[src/rtl/gof_pkg.sv]
package gof_pkg;

  localparam int GOF_WIDTH_DEF = 16;

  typedef enum logic [1:0] {
    STEP_IDLE,
    STEP_SHIFT,
    STEP_REDUCE,
    STEP_EMIT
  } gof_step_t;

  typedef enum logic [1:0] {
    OP_LOAD,
    OP_SHIFT,
    OP_REDUCE,
    OP_EMIT
  } gof_op_t;

  typedef enum logic [1:0] {
    COND_IN_VALID,
    COND_ALL_EVEN,
    COND_LAST_DONE,
    COND_OUT_FREE
  } gof_cond_t;

  typedef struct packed {
    gof_op_t   op;
    gof_cond_t cond;
    logic      gate;
    gof_step_t tgt_true;
    gof_step_t tgt_false;
  } gof_uword_t;

  typedef struct packed {
    logic all_even;
    logic last_done;
    logic out_free;
  } gof_flags_t;

  typedef struct packed {
    gof_op_t op;
    logic    fire;
  } gof_ctrl_t;

  function automatic gof_uword_t gof_ucode(gof_step_t step);
    gof_uword_t w;
    unique case (step)
      STEP_IDLE:   w = '{OP_LOAD,   COND_IN_VALID,  1'b1, STEP_SHIFT,  STEP_IDLE};
      STEP_SHIFT:  w = '{OP_SHIFT,  COND_ALL_EVEN,  1'b1, STEP_SHIFT,  STEP_REDUCE};
      STEP_REDUCE: w = '{OP_REDUCE, COND_LAST_DONE, 1'b0, STEP_EMIT,   STEP_REDUCE};
      STEP_EMIT:   w = '{OP_EMIT,   COND_OUT_FREE,  1'b1, STEP_IDLE,   STEP_EMIT};
      default:     w = '{OP_LOAD,   COND_IN_VALID,  1'b1, STEP_SHIFT,  STEP_IDLE};
    endcase
    return w;
  endfunction

endpackage

[src/rtl/gof_seq.sv]
module gof_seq
  import gof_pkg::*;
(
  input  logic       clk,
  input  logic       rst_n,
  input  logic       in_valid,
  input  gof_flags_t flags,
  output gof_ctrl_t  ctrl,
  output logic       in_stall
);

  gof_step_t  pc_r, pc_nxt;
  gof_uword_t uword;
  logic       cond_hit;

  always_ff @(posedge clk) begin
    if (!rst_n) begin
      pc_r <= STEP_IDLE;
    end else begin
      pc_r <= pc_nxt;
    end
  end

  always_comb begin
    uword = gof_ucode(pc_r);
    unique case (uword.cond)
      COND_IN_VALID:  cond_hit = in_valid;
      COND_ALL_EVEN:  cond_hit = flags.all_even;
      COND_LAST_DONE: cond_hit = flags.last_done;
      COND_OUT_FREE:  cond_hit = flags.out_free;
      default:        cond_hit = 1'b0;
    endcase
    pc_nxt    = cond_hit ? uword.tgt_true : uword.tgt_false;
    ctrl.op   = uword.op;
    ctrl.fire = !uword.gate || cond_hit;
    in_stall  = (pc_r != STEP_IDLE);
  end

endmodule

[src/rtl/gof_dp.sv]
module gof_dp
  import gof_pkg::*;
#(
  parameter int WIDTH = GOF_WIDTH_DEF
) (
  input  logic             clk,
  input  logic             rst_n,
  input  gof_ctrl_t        ctrl,
  input  logic [WIDTH-1:0] in_operand_a,
  input  logic [WIDTH-1:0] in_operand_b,
  input  logic [WIDTH-1:0] in_operand_c,
  input  logic [WIDTH-1:0] in_operand_d,
  input  logic             out_stall,
  output gof_flags_t       flags,
  output logic             out_valid,
  output logic [WIDTH-1:0] out_divisor
);

  localparam int KW = (WIDTH > 1) ? $clog2(WIDTH) : 1;

  logic [WIDTH-1:0] g_r, g_nxt;
  logic [WIDTH-1:0] y_r, y_nxt;
  logic [WIDTH-1:0] q0_r, q0_nxt;
  logic [WIDTH-1:0] q1_r, q1_nxt;
  logic [1:0]       cnt_r, cnt_nxt;
  logic [KW-1:0]    k_r, k_nxt;
  logic             out_valid_r, out_valid_nxt;
  logic [WIDTH-1:0] out_divisor_r, out_divisor_nxt;
  logic [WIDTH-1:0] all_or;
  logic             zero_pair;

  always_ff @(posedge clk) begin
    if (!rst_n) begin
      out_valid_r <= 1'b0;
    end else begin
      out_valid_r <= out_valid_nxt;
    end
  end

  always_ff @(posedge clk) begin
    g_r           <= g_nxt;
    y_r           <= y_nxt;
    q0_r          <= q0_nxt;
    q1_r          <= q1_nxt;
    cnt_r         <= cnt_nxt;
    k_r           <= k_nxt;
    out_divisor_r <= out_divisor_nxt;
  end

  always_comb begin
    all_or          = g_r | y_r | q0_r | q1_r;
    zero_pair       = (g_r == '0) || (y_r == '0);
    flags.all_even  = (all_or != '0) && !all_or[0];
    flags.last_done = zero_pair && (cnt_r == 2'd0);
    flags.out_free  = !out_valid_r || !out_stall;

    g_nxt           = g_r;
    y_nxt           = y_r;
    q0_nxt          = q0_r;
    q1_nxt          = q1_r;
    cnt_nxt         = cnt_r;
    k_nxt           = k_r;
    out_divisor_nxt = out_divisor_r;
    out_valid_nxt   = out_valid_r && out_stall;

    if (ctrl.fire) begin
      case (ctrl.op)
        OP_LOAD: begin
          g_nxt   = in_operand_a;
          y_nxt   = in_operand_b;
          q0_nxt  = in_operand_c;
          q1_nxt  = in_operand_d;
          cnt_nxt = 2'd2;
          k_nxt   = '0;
        end
        OP_SHIFT: begin
          g_nxt  = g_r >> 1;
          y_nxt  = y_r >> 1;
          q0_nxt = q0_r >> 1;
          q1_nxt = q1_r >> 1;
          k_nxt  = k_r + KW'(1);
        end
        OP_REDUCE: begin
          // common odd factor is invariant, so halving any even value is safe
          if (zero_pair) begin
            g_nxt = g_r | y_r;
            if (cnt_r != 2'd0) begin
              y_nxt   = q0_r;
              q0_nxt  = q1_r;
              cnt_nxt = cnt_r - 2'd1;
            end
          end else if (!g_r[0]) begin
            g_nxt = g_r >> 1;
          end else if (!y_r[0]) begin
            y_nxt = y_r >> 1;
          end else if (g_r >= y_r) begin
            g_nxt = g_r - y_r;
          end else begin
            y_nxt = y_r - g_r;
          end
        end
        OP_EMIT: begin
          out_divisor_nxt = g_r << k_r;
          out_valid_nxt   = 1'b1;
        end
        default: begin
        end
      endcase
    end
  end

  assign out_valid   = out_valid_r;
  assign out_divisor = out_divisor_r;

endmodule

[src/rtl/gcd_of_four_unit.sv]
// Timing: data dependent from input transfer to result valid, set by the
//   binary GCD loop, which performs one step per cycle.
// Throughput: one item at a time; the next input is taken once the result is
//   loaded into the output register, which holds it until transferred.
// Reset: synchronous active-low rst_n returns the sequencer to idle and clears out_valid.
module gcd_of_four_unit
  import gof_pkg::*;
#(
  parameter int WIDTH = GOF_WIDTH_DEF
) (
  input  logic             clk,
  input  logic             rst_n,
  input  logic             in_valid,
  output logic             in_stall,
  input  logic [WIDTH-1:0] in_operand_a,
  input  logic [WIDTH-1:0] in_operand_b,
  input  logic [WIDTH-1:0] in_operand_c,
  input  logic [WIDTH-1:0] in_operand_d,
  output logic             out_valid,
  input  logic             out_stall,
  output logic [WIDTH-1:0] out_divisor
);

  gof_ctrl_t  ctrl;
  gof_flags_t flags;

  gof_seq u_seq (
    .clk      (clk),
    .rst_n    (rst_n),
    .in_valid (in_valid),
    .flags    (flags),
    .ctrl     (ctrl),
    .in_stall (in_stall)
  );

  gof_dp #(
    .WIDTH (WIDTH)
  ) u_dp (
    .clk          (clk),
    .rst_n        (rst_n),
    .ctrl         (ctrl),
    .in_operand_a (in_operand_a),
    .in_operand_b (in_operand_b),
    .in_operand_c (in_operand_c),
    .in_operand_d (in_operand_d),
    .out_stall    (out_stall),
    .flags        (flags),
    .out_valid    (out_valid),
    .out_divisor  (out_divisor)
  );

endmodule

[config.mk]
export PLATFORM = sky130hd
export DESIGN_NAME = gcd_of_four_unit
export DESIGN_NICKNAME = d
export VERILOG_FILES = /design/src/rtl/gof_pkg.sv /design/src/rtl/gof_seq.sv /design/src/rtl/gof_dp.sv /design/src/rtl/gcd_of_four_unit.sv
export SDC_FILE = /design/constraint.sdc
export NUM_CORES = 1
export LEC_CHECK = 0
export BUFFER_PORTS_ARGS = -buffer_cell sky130_fd_sc_hd__buf_2
export CORE_UTILIZATION = 45
export DETAILED_ROUTE_END_ITERATION = 6
export HOLD_SLACK_MARGIN = 0.12
export RECOVER_POWER = 50
export SETUP_SLACK_MARGIN = 0.3
export SLEW_MARGIN = 5
export SYNTH_ARGS = -nofsm -noshare
export SYNTH_HDL_FRONTEND = slang
export SYNTH_SLANG_ARGS = --single-unit
[constraint.sdc]
create_clock -name clk -period 8.2 [get_ports clk]
set_clock_uncertainty 0.15 [all_clocks]
set_input_delay 2.05 -clock clk [delete_from_list [all_inputs] [get_ports clk]]
set_output_delay 2.05 -clock clk [all_outputs]
set_load 0.05 [all_outputs]
Yosys cells after proc, flatten, opt, wreduce, memory -nomap -nowiden
Cells that the tools add are included.
{ "totals": {"regBits": 89, "inputBits": 68} }
{ "classes": {"n_eq_ne": 16, "order_cmp": 1, "addsub": 4, "shift": 1, "reduce_logical": 30, "muxes": 24, "bitwise": 3} }
{ "ops": {"columns": ["cell", "count"], "rows": [
  ["$mux W16", 11],
  ["$pmux W16 S3", 3],
  ["$or A16 B16 Y16", 3],
  ["$pmux W9 S4", 1],
  ["$logic_not A16 Y1", 2],
  ["$pmux W16 S2", 1],
  ["$sub A16 B16 Y16", 2],
  ["$ge A16 B16 Y1", 1],
  ["$reduce_and A4 Y1", 4],
  ["$reduce_bool A16 Y1", 1],
  ["$shl A16 B4 Y16", 1],
  ["$eq A2 B2 Y1 const B", 6],
  ["$ne A4 B4 Y1 const B", 3],
  ["$logic_not A2 Y1", 4],
  ["$pmux W4 S2", 1],
  ["$reduce_bool A2 Y1", 4],
  ["$eq A2 B1 Y1 const B", 3],
  ["$mux W2", 3],
  ["$reduce_and A2 Y1", 3],
  ["$reduce_and A5 Y1", 1],
  ["$add A4 B1 Y4 const B", 1],
  ["$logic_not A1 Y1", 4],
  ["$ne A2 B1 Y1 const B", 2],
  ["$pmux W1 S4", 1],
  ["8 further kinds", 13]
]} }

Longest topological paths before layout
{ "logic_depth": {"depth_word": 8, "ltp_mapped": 12, "ltp_nobuf": 11} }

Cells and area by module
A second synthesis with hierarchy kept.
{ "hier_totals": {"hier_cells": 770, "area_unflattened_um2": 7200.7} }
{ "by_module_without_submodules": {"columns": ["module", "n_inst", "cells_each", "seq_area_each_um2", "area_each_um2"], "rows": [
  ["gof_dp", 1, 754, 2602.5, 7069.3],
  ["gof_seq", 1, 16, 40.0, 131.4]
]} }

Worst setup path after synthesis
Ideal clock, no wire load.
{ "synth_timing": {"kind": "in2reg", "startpoint": "input port out_stall", "endpoint": "register u_dp.k_r[0], enable pin", "path_buffers": 0, "path_slack_ns": 4.309, "stages": 5, "arrival_time_ns": 3.344, "setup_ns": 0.397, "path_cell_list": "nand2_1 a22oi_1 a21oi_2 nor2_1 nor2_1"} }
{ "synth_between": {"elab_chain_len": 5} }
{ "synth_rtl": {"columns": ["element", "line", "source"], "rows": [
  ["start: declaration", "gcd_of_four_unit.sv:20", "input logic out_stall,"],
  ["$logic_not A1 Y1", "gof_dp.sv:55", "flags.out_free = !out_valid_r || !out_stall;"],
  ["$logic_or A1 B1 Y1", "gof_dp.sv:55", null],
  ["$pmux W1 S4", "gof_seq.sv:26", "unique case (uword.cond)"],
  ["$logic_or A1 B1 Y1", "gof_seq.sv:35", "ctrl.fire = !uword.gate || cond_hit;"],
  ["$reduce_and A2 Y1 (no source line)", null, null],
  ["end signal: assignment", "gof_dp.sv:46", "k_r <= k_nxt;"],
  ["end: declaration", "gof_dp.sv:26", "logic [KW-1:0] k_r, k_nxt;"]
]} }
No other way between the ends.
A chain may end at the register's enable or synchronous reset.

==> results_dict.tcl <==
set metrics [dict create \
    status "complete, but fails checks" \
    violations "max-capacitance violations, max-slew violations" \
    root_buffer "clkbuf_16" \
    avgSynthCellArea_sq_um 9.137 \
    maxCapViolations 1 \
    grt-ovfl-total 0 \
    maxSlewHeadroom_pct -27.68 \
    ys_types 70 \
    clock_latency_ns 0.36 \
    vias 6353 \
    initial_core_util_pct 46.30 \
    syn2layout_area_growth_pct 11.52 \
    cp_common_cell "nor2_1" \
    numCtsBuffers 9 \
    cts.clk_slew.worst_paths_ns 0.07 \
    routed_wl_um 22200 \
    synth_top_area_cell "edfxtp_1" \
    yosysTopAreaCellShare_pct 36.42 \
    yosys_most_used_dff "edfxtp_1" \
    grtUsageTotal_pct 28.39 \
    tightestPinTransition_ns 1.915 \
    ios 86 \
    grt_pass1_vias 6043 \
    die_h_um 127.5 \
    grt_pass1_wl_um 34820 \
    cp-start-kind "register" \
    synth.area.top_cells "edfxtp_1, ha_1, nor2_1, a21oi_1, inv_1" \
    critPathSlowestCell "ha_1" \
    yosys-top-cells-count "nor2_1, edfxtp_1, a21oi_1, inv_1, ha_1" \
    min_period_ns 4.299 \
    dieArea_sq_um 16260 \
    crit_chain "inv_1, ha_1, a41oi_1, a21oi_1, nor2_1, nor2_1, clkbuf_1" \
    endpoint "u_dp.out_divisor[14]" \
    syn-num-nets 902 \
    layout.nets 954 \
    finalSetupViolations 0 \
    reg2reg_depth 7 \
    fillers 1487 \
    worstPathMaxFanout 49 \
    port-buffer-count 85 \
    synth.most_common_cell "nor2_1" \
    ys_async_sr_fraction_pct 0 \
    end_kind "register" \
    drv_slew 50 \
    post_cts_buffers 0 \
    gp_congestion 1.003 \
    arrival_ns 4.13 \
    tns_ns 0 \
    synth_edf_count 86 \
    drive_above_1_share_pct 13.45 \
    drt_first_pass_iters 5 \
    synth_warnings 0 \
    max-clock-path-buffers 2 \
    drt_iter0_drc 674 \
    cts_tree "built" \
    hpwlAfterDp_um 16950 \
    chipWidth_um 127.5 \
    min_from "u_dp.cnt_r[0]" \
    cp_data_required_time_ns 8.03 \
    detail-route-antenna-nets 0 \
    post_drt_wl_per_cell_um 21.24 \
    grt_max_degree 58 \
    htree_levels 3 \
    critical_path_class "register to register" \
    std_cell_rows 45 \
    avgViaCountPerCell 6.079 \
    hold_depth 1 \
    postCtsResizedCells 0 \
    fmax_mhz 232.6 \
    drc_errors 0 \
    synth.ff_latch_count 89 \
    reg2reg_to "u_dp.out_divisor[14]" \
    worstHoldPathType "register to register" \
    synth.cell_area_sq_um 7091 \
    synthCells 776 \
    seq_area_frac_synth_pct 37.27 \
    cts_hold_buf 0 \
    antenna_found_initial 1 \
    cts_sinks 89 \
    coreArea_sq_um 15310 \
    r2r_setup_slack_ns 3.90 \
    rsz0062_at_grt "no" \
    finalHoldViolations 0 \
    finalCritPeriodShare_pct 52.42 \
    critPathMaxStageDelay_ns 1.45 \
]
## final cells by class
cell class,instances,area (sq um),area share [%]
Multi-Input combinational cell,578,4018,50.81
Sequential cell,89,2643,33.42
Timing Repair Buffer,90,429.2,5.427
Tap cell,211,264.0,3.339
Clock buffer,10,229.0,2.896
Inverter,60,225.2,2.848
Clock inverter,6,97.59,1.234
Antenna cell,1,2.502,0.03165
## state kept, by name (all words and copies together), names as in the netlist, named ones only
register and count:
u_dp.g_r 16, u_dp.out_divisor 16, u_dp.q0_r 16, u_dp.q1_r 16
u_dp.y_r 16, u_dp.k_r 4, u_dp.cnt_r 2, u_dp.out_valid 1
u_seq.pc_r 1
## kinds of logic (layout without fill, tap and decap cells)
| logic type | after synthesis | count (layout) | synth area share, % |
|---|---|---|---|
| buffers and inverters | 109 | 166 | 5.876 |
| XOR/XNOR | 20 | 20 | 2.470 |
| flip-flops | 89 | 89 | 37.27 |
| AND/OR/NAND/NOR | 230 | 230 | 15.86 |
| adder cells (fa/ha/maj) | 58 | 58 | 10.45 |
| AO/OA/AOI/OAI | 230 | 230 | 21.78 |
| other | 0 | 1 | 0 |
| multiplexers | 40 | 40 | 6.300 |
## per-stage QoR
stage | instance area [sq um] | cells | hold WS [ns] | util [%] | worst slack [ns]
final | 7908 | 1045 | 0.4199 | 51.63 | 3.901
after global routing | 7905 | 1044 | 0.4348 | 51.62 | 3.435
after CTS | 7960 | 1044 | 0.4167 | 51.98 | 3.985
after detailed placement | 7634 | 1028 | 0.4070 | 49.84 | 4.062
after global placement | 7634 | 1028 | 0.3946 | 49.84 | 4.147
after floorplan | 7091 | 776 | 0.3807 | - | 4.309
## per-layer routing
metal,vias up,GRT usage (%),part of all wire (%)
met5,-,0,0
met3,38,5.318,7.6
met2,292,45.58,46
met1,3030,38.10,43
li1,2993,-,-
met4,0,10.50,3.0
## worst min path at each step
stage,to
finish,u_dp.cnt_r[0]
CTS,u_dp.cnt_r[0]
detailed placement,u_dp.cnt_r[0]
floorplan,u_dp.cnt_r[0]
global route,u_dp.cnt_r[0]
global placement,u_dp.cnt_r[0]
## layout by cell type, fill, tap and decap left out, types with 16 or more instances in the layout
cell type and count:
nand2_1 34, buf_2 67, inv_1 59, edfxtp_1 86
mux2i_1 21, ha_1 56, o21ai_0 44, clkbuf_1 22
nor2_1 89, mux2_2 16, a22oi_1 18, a21oi_1 65
## critical path: cells and delay by family, from the launching register on
kind            cells  cell delay [ns]
fa+ha+maj           1             1.45
buf+inv             2             0.89
flops               1             0.35
simple gates        2             0.25
compound gates      2             0.80
Power is not shown: default switching activity piles up to over one toggle a cycle in this logic, so the estimate is an artifact.
